==> src/hdl/tbb_pkg.sv <==
`timescale 1ns / 1ps
// ----------------------------------------------------------------------------
// tbb_pkg: shared types and constants of the token bucket limiter
// Holds request codes, register indexes, datapath widths and the control
// and status bundles between the sequencer and the divide unit.
// ----------------------------------------------------------------------------
package tbb_pkg;

  localparam int DataW = 32;
  localparam int SizeW = 16;
  localparam int ModeW = 2;
  localparam int CfgIdxW = 2;

  // Request kinds carried in tuser
  localparam logic [ModeW-1:0] ModeAcquire = 2'd0;
  localparam logic [ModeW-1:0] ModeError   = 2'd1;
  localparam logic [ModeW-1:0] ModeSuccess = 2'd2;

  // Register indexes of the write port
  localparam logic [CfgIdxW-1:0] RegBucketSize  = 2'd0;
  localparam logic [CfgIdxW-1:0] RegRefill      = 2'd1;
  localparam logic [CfgIdxW-1:0] RegBackoffMin  = 2'd2;
  localparam logic [CfgIdxW-1:0] RegBackoffMax  = 2'd3;

  // Register reset values
  localparam logic [SizeW-1:0] BucketSizeRst = 16'd1;
  localparam logic [DataW-1:0] RefillRst     = 32'd65536;
  localparam logic [DataW-1:0] BackoffMinRst = 32'd1000;
  localparam logic [DataW-1:0] BackoffMaxRst = 32'd60000;

  typedef struct packed {
    logic start;
  } div_ctrl_t;

  typedef struct packed {
    logic busy;
    logic done;
  } div_stat_t;

endpackage

==> src/hdl/tbb_div.sv <==
`timescale 1ns / 1ps
// ----------------------------------------------------------------------------
// tbb_div: bit-serial unsigned divider
// Restoring division, one quotient bit per cycle through one shared
// subtract and compare; done pulses for one cycle with the quotient.
// ----------------------------------------------------------------------------
module tbb_div (
  input  logic                     clk_i,
  input  logic                     rst_ni,
  input  tbb_pkg::div_ctrl_t       ctrl_i,
  input  logic [tbb_pkg::DataW-1:0] dividend_i,
  input  logic [tbb_pkg::DataW-1:0] divisor_i,
  output tbb_pkg::div_stat_t       stat_o,
  output logic [tbb_pkg::DataW-1:0] quotient_o
);
  import tbb_pkg::*;

  localparam int CntW = $clog2(DataW);
  localparam logic [CntW-1:0] CntLast = CntW'(DataW - 1);

  logic [DataW:0]   rem_q, rem_d;
  logic [DataW-1:0] quo_q, quo_d;
  logic [DataW-1:0] dvs_q;
  logic [CntW-1:0]  cnt_q;
  logic             busy_q, done_q;

  logic [DataW:0] rem_sh;
  logic [DataW:0] rem_sub;
  logic           fits;

  // One step: shift in the next dividend bit, subtract when it fits
  assign rem_sh  = {rem_q[DataW-1:0], quo_q[DataW-1]};
  assign rem_sub = rem_sh - {1'b0, dvs_q};
  assign fits    = rem_sh >= {1'b0, dvs_q};

  always_comb begin
    rem_d = fits ? rem_sub : rem_sh;
    quo_d = {quo_q[DataW-2:0], fits};
  end

  always_ff @(posedge clk_i or negedge rst_ni) begin
    if (!rst_ni) begin
      busy_q <= 1'b0;
      done_q <= 1'b0;
      cnt_q  <= '0;
    end else begin
      done_q <= 1'b0;
      if (ctrl_i.start) begin
        busy_q <= 1'b1;
        cnt_q  <= '0;
      end else if (busy_q) begin
        cnt_q <= cnt_q + 1'b1;
        if (cnt_q == CntLast) begin
          busy_q <= 1'b0;
          done_q <= 1'b1;
        end
      end
    end
  end

  always_ff @(posedge clk_i) begin
    if (ctrl_i.start) begin
      rem_q <= '0;
      quo_q <= dividend_i;
      dvs_q <= divisor_i;
    end else if (busy_q) begin
      rem_q <= rem_d;
      quo_q <= quo_d;
    end
  end

  assign stat_o.busy = busy_q;
  assign stat_o.done = done_q;
  assign quotient_o  = quo_q;

endmodule

==> src/hdl/token_bucket_with_backoff.sv <==
`timescale 1ns / 1ps
// ----------------------------------------------------------------------------
// token_bucket_with_backoff: token bucket rate limiter with error backoff
// Acquire requests refill a fixed-point token level and take one token or
// report the refill wait; error requests double the backoff up to a cap;
// success requests restore the minimum backoff.
// ----------------------------------------------------------------------------
//
//  Channel   Dir  Handshake            Payload
//  --------  ---  -------------------  ---------------------------------------
//  s_*       in   s_tvalid/s_tready    tuser: mode; tdata: elapsed_ticks
//  m_*       out  m_tvalid/m_tready    tuser: granted;
//                                      tdata: wait_ticks, token_level
//  cfg_*     in   cfg_we (no wait)     cfg_idx selects, cfg_wdata value
//
//  Error, success and unused requests pass from StIdle through StDone to output.
//  An acquire steps through multiply, refill add and token check; then a
//  bit-serial divide of one bit per cycle sets the wait when the bucket is
//  empty and the refill rate is nonzero; a granted acquire skips the divide.
//  s_tready is high only while the sequencer is idle; one finished result
//  may wait in the output register while the next request is accepted.
//  Reset fills the bucket to one token of capacity bucket_size = 1 and sets
//  the backoff to its minimum; writing bucket_size refills the bucket.
// ----------------------------------------------------------------------------
module token_bucket_with_backoff #(
  parameter int FractionBits = 16
) (
  input  logic                        clk_i,
  input  logic                        rst_ni,
  // request channel
  input  logic                        s_tvalid_i,
  output logic                        s_tready_o,
  input  logic [tbb_pkg::ModeW-1:0]   s_tuser_i,   // [1:0] mode
  input  logic [tbb_pkg::DataW-1:0]   s_tdata_i,   // [31:0] elapsed_ticks
  // result channel
  output logic                        m_tvalid_o,
  input  logic                        m_tready_i,
  output logic                        m_tuser_o,   // [0] granted
  output logic [2*tbb_pkg::DataW-1:0] m_tdata_o,   // [31:0] wait_ticks,
                                                   // [63:32] token_level
  // register write port
  input  logic                        cfg_we_i,
  input  logic [tbb_pkg::CfgIdxW-1:0] cfg_idx_i,
  input  logic [tbb_pkg::DataW-1:0]   cfg_wdata_i
);
  import tbb_pkg::*;

  localparam int CapW = SizeW + FractionBits + 1;
  localparam logic [DataW-1:0] One = DataW'(1) << FractionBits;

  localparam logic [2:0] StIdle = 3'd0;
  localparam logic [2:0] StMul  = 3'd1;
  localparam logic [2:0] StAdd  = 3'd2;
  localparam logic [2:0] StChk  = 3'd3;
  localparam logic [2:0] StDiv  = 3'd4;
  localparam logic [2:0] StDone = 3'd5;

  // Configuration registers
  logic [SizeW-1:0] bucket_q;
  logic [DataW-1:0] refill_q, bmin_q, bmax_q;

  // Limiter state
  logic [DataW-1:0] tokens_q, backoff_q;

  // Sequencer and datapath registers
  logic [2:0]         state_q;
  logic [DataW-1:0]   elapsed_q;
  logic [2*DataW-1:0] prod_q;
  logic [DataW-1:0]   head_q, cap_q, level_q;
  logic               full_q;
  logic               res_grant_q;
  logic [DataW-1:0]   res_wait_q;

  // Output register
  logic               m_valid_q;
  logic               m_grant_q;
  logic [2*DataW-1:0] m_data_q;

  // Capacity of a bucket size, saturated to the level width
  function automatic logic [DataW-1:0] cap_of(input logic [SizeW-1:0] size);
    logic [CapW-1:0] wide;
    wide = CapW'(size) << FractionBits;
    if (wide > CapW'({DataW{1'b1}})) begin
      return {DataW{1'b1}};
    end
    return wide[DataW-1:0];
  endfunction

  logic [DataW-1:0]   cap_now;
  logic [2*DataW-1:0] prod_w;
  logic [DataW:0]     dbl_w;
  logic               in_acc, out_free;

  assign cap_now  = cap_of(bucket_q);
  assign prod_w   = 64'(elapsed_q) * 64'(refill_q);
  assign dbl_w    = {backoff_q, 1'b0};
  assign in_acc   = s_tvalid_i && s_tready_o;
  assign out_free = !m_valid_q || m_tready_i;

  div_ctrl_t        div_ctrl;
  div_stat_t        div_stat;
  logic [DataW-1:0] div_quo;

  assign div_ctrl.start = (state_q == StChk) && (level_q < One) && (refill_q != '0);

  tbb_div u_div (
    .clk_i      (clk_i),
    .rst_ni     (rst_ni),
    .ctrl_i     (div_ctrl),
    .dividend_i (One - level_q),
    .divisor_i  (refill_q),
    .stat_o     (div_stat),
    .quotient_o (div_quo)
  );

  // Control and state registers
  always_ff @(posedge clk_i or negedge rst_ni) begin
    if (!rst_ni) begin
      state_q   <= StIdle;
      bucket_q  <= BucketSizeRst;
      refill_q  <= RefillRst;
      bmin_q    <= BackoffMinRst;
      bmax_q    <= BackoffMaxRst;
      tokens_q  <= cap_of(BucketSizeRst);
      backoff_q <= BackoffMinRst;
      m_valid_q <= 1'b0;
    end else begin
      // register writes must arrive only while idle; the block does not enforce it
      if (cfg_we_i) begin
        case (cfg_idx_i)
          RegBucketSize: begin
            bucket_q <= cfg_wdata_i[SizeW-1:0];
            tokens_q <= cap_of(cfg_wdata_i[SizeW-1:0]);
          end
          RegRefill:     refill_q <= cfg_wdata_i;
          RegBackoffMin: bmin_q   <= cfg_wdata_i;
          RegBackoffMax: bmax_q   <= cfg_wdata_i;
          default: ;
        endcase
      end

      // drop the held result once taken; a result leaving StDone replaces it
      if (m_valid_q && m_tready_i && (state_q != StDone)) begin
        m_valid_q <= 1'b0;
      end

      case (state_q)
        StIdle: begin
          if (in_acc) begin
            case (s_tuser_i)
              ModeAcquire: state_q <= StMul;
              ModeError: begin
                // double without wrap, then cap
                if (dbl_w > {1'b0, bmax_q}) begin
                  backoff_q <= bmax_q;
                end else begin
                  backoff_q <= dbl_w[DataW-1:0];
                end
                state_q <= StDone;
              end
              ModeSuccess: begin
                backoff_q <= bmin_q;
                state_q   <= StDone;
              end
              default: state_q <= StDone;
            endcase
          end
        end
        StMul: state_q <= StAdd;
        StAdd: state_q <= StChk;
        StChk: begin
          if (level_q >= One) begin
            tokens_q <= level_q - One;
            state_q  <= StDone;
          end else begin
            tokens_q <= '0;
            state_q  <= (refill_q == '0) ? StDone : StDiv;
          end
        end
        StDiv: begin
          if (div_stat.done) begin
            state_q <= StDone;
          end
        end
        StDone: begin
          if (out_free) begin
            m_valid_q <= 1'b1;
            state_q   <= StIdle;
          end
        end
        default: state_q <= StIdle;
      endcase
    end
  end

  // Datapath registers
  always_ff @(posedge clk_i) begin
    case (state_q)
      StIdle: begin
        if (in_acc) begin
          elapsed_q   <= s_tdata_i;
          res_grant_q <= 1'b0;
          if (s_tuser_i == ModeError) begin
            res_wait_q <= (dbl_w > {1'b0, bmax_q}) ? bmax_q : dbl_w[DataW-1:0];
          end else begin
            res_wait_q <= '0;
          end
        end
      end
      StMul: begin
        prod_q <= prod_w;
        cap_q  <= cap_now;
        full_q <= tokens_q >= cap_now;
        head_q <= cap_now - tokens_q;
      end
      StAdd: begin
        // saturate at capacity with no wrap at any width
        if (full_q || prod_q >= {{DataW{1'b0}}, head_q}) begin
          level_q <= cap_q;
        end else begin
          level_q <= tokens_q + prod_q[DataW-1:0];
        end
      end
      StChk: begin
        if (level_q >= One) begin
          res_grant_q <= 1'b1;
          res_wait_q  <= '0;
        end else begin
          res_wait_q <= {DataW{1'b1}};
        end
      end
      StDiv: begin
        if (div_stat.done) begin
          res_wait_q <= div_quo;
        end
      end
      StDone: begin
        if (out_free) begin
          m_grant_q <= res_grant_q;
          m_data_q  <= {tokens_q, res_wait_q};
        end
      end
      default: ;
    endcase
  end

  assign s_tready_o = (state_q == StIdle);
  assign m_tvalid_o = m_valid_q;
  assign m_tuser_o  = m_grant_q;
  assign m_tdata_o  = m_data_q;

`ifndef SYNTHESIS
  // the divider starts only from the token check
  a_div_start: assert property (@(posedge clk_i) disable iff (!rst_ni)
    div_ctrl.start |-> state_q == StChk)
    else $error("divider started outside the token check");

  // a divide result arrives only while the sequencer waits for it
  a_div_done: assert property (@(posedge clk_i) disable iff (!rst_ni)
    div_stat.done |-> state_q == StDiv)
    else $error("divide finished while not waited for");

  // while waiting on the divider it is busy or just finished
  a_div_live: assert property (@(posedge clk_i) disable iff (!rst_ni)
    state_q == StDiv |-> div_stat.busy || div_stat.done)
    else $error("sequencer waits on an idle divider");

  // a granted result carries no wait
  a_grant_wait: assert property (@(posedge clk_i) disable iff (!rst_ni)
    m_valid_q && m_grant_q |-> m_data_q[DataW-1:0] == '0)
    else $error("granted result with a nonzero wait");
`endif

endmodule

==> config.mk <==
export PLATFORM = sky130hd
export DESIGN_NAME = token_bucket_with_backoff
export DESIGN_NICKNAME = d
export VERILOG_FILES = /design/src/hdl/tbb_pkg.sv /design/src/hdl/tbb_div.sv /design/src/hdl/token_bucket_with_backoff.sv
export SDC_FILE = /design/constraint.sdc
export NUM_CORES = 2
export LEC_CHECK = 0
export ABC_AREA = 1
export BUFFER_PORTS_ARGS = -buffer_cell sky130_fd_sc_hd__buf_4
export CAP_MARGIN = 10
export CORE_MARGIN = 2
export CORE_UTILIZATION = 39
export DETAILED_ROUTE_END_ITERATION = 10
export MAX_ROUTING_LAYER = met4
export PLACE_DENSITY_LB_ADDON = 0.12
export SLEW_MARGIN = 30
export SYNTH_ARGS = -nofsm -noshare
export SYNTH_HDL_FRONTEND = slang
export SYNTH_HIERARCHICAL = 1
export SYNTH_SLANG_ARGS = --single-unit
==> constraint.sdc <==
create_clock -name clk_i -period 7.2 [get_ports clk_i]
set_input_delay 1.44 -clock clk_i [delete_from_list [all_inputs] [get_ports clk_i]]
set_output_delay 1.44 -clock clk_i [all_outputs]
set_load 0.05 [all_outputs]
* Word level (Yosys, flattened, before mapping) *
Cells that the tools add are included.

cells by class
  add/sub/neg operators = 6
  multipliers = 1
  order comparisons = 8
  equal/unequal tests = 16
  mux-type cells = 44
  reduce and logical (&&, ||, !) cells = 30

operators by type and width
  operator                                                                 count
  32-bit 2-to-1 mux                                                        17
  32-bit case mux with 3 select lines                                      1
  64-bit by 32-bit >= comparator with 1-bit output                         1
  32-bit greater-than comparator, second input constant                    2
  32-bit by 32-bit multiplier with 64-bit output                           1
  32-bit case mux with 2 select lines                                      1
  32-bit subtractor                                                        2
  33-bit by 32-bit >= comparator with 1-bit output                         1
  33-bit by 32-bit greater-than comparator with 1-bit output               1
  32-bit adder                                                             1
  32-bit by 17-bit >= comparator with 1-bit output, second input constant  1
  32-bit >= comparator                                                     1
  32-bit logical NOT                                                       1
  32-bit by 17-bit < comparator with 1-bit output, second input constant   1
  32-bit nonzero test                                                      1
  17-bit by 32-bit subtractor with 32-bit output, first input constant     1
  32-bit by 17-bit subtractor with 32-bit output, second input constant    1
  3-bit case mux with 6 select lines                                       1
  1-bit 2-to-1 mux                                                         17
  2-bit AND reduction                                                      7
  3-bit 2-to-1 mux                                                         4
  3-bit AND reduction                                                      4
  5-bit 2-to-1 mux                                                         2
  2-bit nonzero test                                                       5
  17 further kinds                                                         30

word-level totals
  bits in registers = 574
  input bits = 73

* Depth between registers and ports, before layout *
  depth after elaboration = 8
  depth in mapped cells = 32
  depth with buffers taken out = 30

* By module *
Netlist, hierarchy kept.

by module, submodules not included
  module                     times used  cells an instance  area each (µm²)
  token_bucket_with_backoff  1           7,181              58,335.9
  tbb_div                    1           966                6,849.1

* Least setup slack after synthesis *
Ideal clock, no wire load.

  kind = register to register
  from = reg refill_q[16]
  to = reg prod_q[57], data pin
  setup time = 253 ps
  arrival = 6,326 ps
  required time = 6,947 ps
  setup slack = 621 ps
  stages on the path, launching flop included = 28
  path buffers = 2
  path through = dfstp_2 > clkbuf_1 > clkbuf_1 > nand2_1 > inv_1 > fa_1 > fa_1 > inv_1 > fa_1 > fa_1 > inv_1 > fa_1 > fa_1 > fa_1 > inv_1 > fa_1 > inv_1 > ha_1 > nand2_1 > nor2_1 > inv_1 > nor2_1 > inv_2 > nor2_1 > and2_1 > nand2_1 > nand4_1 > nand2_1

between the ends
  longest elaborated chain between the ends = 1

RTL lines
  what                                            RTL line                          source
  from (decl)                                     token_bucket_with_backoff.sv:60   logic [DataW-1:0] refill_q, bmin_q, bmax_q;
  from (signal assigned)                          token_bucket_with_backoff.sv:121  refill_q <= RefillRst;
  from (signal assigned)                          token_bucket_with_backoff.sv:135  RegRefill: refill_q <= cfg_wdata_i;
  32-bit by 32-bit multiplier with 64-bit output  token_bucket_with_backoff.sv:95   assign prod_w = 64'(elapsed_q) * 64'(refill_q);
  net prod_w[57]                                  token_bucket_with_backoff.sv:90   logic [2*DataW-1:0] prod_w;
  to (signal assigned)                            token_bucket_with_backoff.sv:211  prod_q <= prod_w;
  to (decl)                                       token_bucket_with_backoff.sv:68   logic [2*DataW-1:0] prod_q;

The timed path passes the listed nets, and every way through them passes these cells.
A chain may end at the register's enable or synchronous reset.

* Worst setup path after layout *
  from = reg elapsed_q[21]
  to = reg prod_q[48], data pin

between the ends
  longest elaborated chain between the ends = 1

RTL lines
  what                                            RTL line                          source
  from (decl)                                     token_bucket_with_backoff.sv:67   logic [DataW-1:0] elapsed_q;
  from (signal assigned)                          token_bucket_with_backoff.sv:201  elapsed_q <= s_tdata_i;
  32-bit by 32-bit multiplier with 64-bit output  token_bucket_with_backoff.sv:95
  net prod_w[48]                                  token_bucket_with_backoff.sv:90

The timed path passes the listed nets, and every way through them passes these cells.

==> qor.txt <==
Synth warnings: 6
CTS H-tree depth: 3
Nets: 9732
Largest net degree at the start of global routing: 148
Worst Skew: 0.0469 ns
Hold WS: 0.415 ns
Port bufs: 139
Gr usage total: 0.260
Layout cells sized above 1: 0.0908
Row count: 150
Core Region: 0.167 sq mm
Relative slew slack: 0.348
Synthesized area: 0.0652 sq mm
Antenna violations before repair: 7
Clock sink total: 558
RSZ-0062 raised after global routing: true
Crit path DAT: 7.44 ns
Fin. Hold Viols: 0
DR DRC count: 0
Max Fclk: 143 MHz
Initial Util: 0.391
Least-Margin Pin Slew: 0.976 ns
Io pins: 140
Post-DRT Antenna Nets: 0
Setup violations, final: 0
Pre-Repair DR Iteration Count: 8
Startpoint Class: flip-flop
Die outline height: 413 microns
Vias in the first global route: 53095
Pre-CTS setup slack: 0.0786 ns
Setup crit end kind: flip-flop
Die Area: 0.170 sq mm
Total routed wirelength: 212 mm
Mapped Nets: 9532
Clk root buf: clkbuf_16
Post-DR vias/cell: 4.87
Die W: 413 microns
Tmin final: 6.99 ns
Final count of pins violating max slew: 0
Result of the run: finished, final reports clean
Detailed Route Iter0 Violations: 3540
Fillers: 16842
Routability Congestion: 0.922
DR WL/cell: 20.0 microns
Skew-Pair Late Insertion Delay: 0.70 ns
Syn Inst Count: 8146
Grt total ovfl: 0
Syn Area/Cell: 8.00 sq um
Post-DP HPWL: 175 mm
Fin worst setup slack: 0.207 ns
Max-cap violations: 0
Clock tree from TritonCTS: built
Clock Pin Slew Worst Setup and Hold Paths: 0.06 ns
Syn-to-layout area delta: 12.5%
Critical path required time: 7.64 ns
Clock Path Buffers: 3
First-pass GRT wire length: 325 mm
CTS buffer count: 73
Via Count: 51690
Min-Delay Path Class: reg -> reg
Setup CP Type: reg -> reg
Worst-path fanout max: 25
Tcrit/Tclk final: 0.971
-- cells in the final DEF, fill, tap and decap left out, types with 25 or more instances in the layout --
cell type     n
edfxtp_1    339
nand3b_1     25
a21oi_1     188
ha_1        407
nand3_1     305
clkbuf_16    75
nor2_1      355
nand2_1    2326
inv_2        37
nor3_1       46
o21ai_0     213
xnor2_1      32
buf_12       49
nor2_2       33
buf_4       385
fa_1        898
xor2_1       99
nand4_1      44
inv_1      1983
o21ai_1      58
dfxtp_1      32
dfrtp_1     159
-- routing by layer --
layer,share of wire,GRT usage
met1,0.44,0.333
met2,0.50,0.438
met3,0.038,0.0222
met4,0.032,0.0791
met5,0,-
-- per-stage QoR --
| step | setup TNS (ns) | cell area, sq um | instances | utilization |
|---|---|---|---|---|
| 6_report | 0 | 73300 | 10615 | 0.440 |
| 5_1_grt | -0.115 | 73300 | 10613 | 0.440 |
| 4_1_cts | 0 | 73000 | 10600 | 0.438 |
| 3_5_place_dp | 0 | 70500 | 10465 | 0.423 |
| 3_3_place_gp | 0 | 70500 | 10465 | 0.423 |
| 2_1_floorplan | 0 | 65200 | 8146 | - |
-- sequential cells by signal, indices dropped and copies added, names as in the netlist, 3 cells and up --
register,cells
bmin_q,32
res_wait_q,32
backoff_q,32
u_div/rem_q,32
u_div/dvs_q,32
state_q,3
head_q,32
prod_q,64
u_div/quotient_o,32
refill_q,32
bucket_q,16
bmax_q,32
u_div/cnt_q,5
cap_q,16
m_tdata_o,64
level_q,32
tokens_q,32
elapsed_q,32
-- worst paths after layout --
kind,cells after the start,startpoint,endpoint,slack [ns]
max,25,elapsed_q[21]$_DFFE_PP_,prod_q[48]$_DFFE_PP_,0.21
min,0,res_wait_q[5]$_DFFE_PP_,m_tdata_o[5]$_DFFE_PP_,0.41
max reg2reg,25,elapsed_q[21]$_DFFE_PP_,prod_q[48]$_DFFE_PP_,0.21
min reg2reg,0,res_wait_q[5]$_DFFE_PP_,m_tdata_o[5]$_DFFE_PP_,0.41
max in group asynchronous,3,rst_ni,refill_q[19]$_DFFE_PN0P_,5.22
min in group asynchronous,1,rst_ni,tokens_q[2]$_DFFE_PN0P_,0.66
-- layout make-up --
cell class / count / area (sq um) / share of cell area
inverter: 2028 / 7610 / 0.104
clock buffer: 101 / 2060 / 0.0281
clock inverter: 34 / 414 / 0.00565
sequential: 558 / 15500 / 0.212
multi-input combinational: 5248 / 41000 / 0.559
antenna: 5 / 12.5 / 0.000171
tap: 2204 / 2760 / 0.0376
timing repair buffer: 437 / 3940 / 0.0537
-- critical path, cell delays in order, from the launching register on --
cell and delay (ns):
edfxtp_1 0.41, buf_12 0.20, nand2_1 0.08, inv_1 0.05, fa_1 0.53, inv_1 0.05
fa_1 0.49, fa_1 0.48, fa_1 0.55, inv_1 0.05, fa_1 0.48, fa_1 0.50
fa_1 0.49, inv_1 0.07, fa_1 0.52, inv_1 0.07, ha_1 0.34, buf_4 0.15
nand2_1 0.11, o21ai_0 0.32, a21oi_1 0.12, buf_4 0.16, o21ai_0 0.19, nand3_1 0.13
nand4_1 0.11, nand2_1 0.07
-- what timing repair did --
action,4_1_cts,5_1_grt
pin swaps,0,3
gates cloned,0,1
setup buffers,0,8
resized for setup,1,66
endpoints found under the setup margin,1,36
hold buffers,0,0
Power is left out: the tool's default activity adds up to more than one toggle a clock period on the data nets, which glitch-free logic cannot reach.
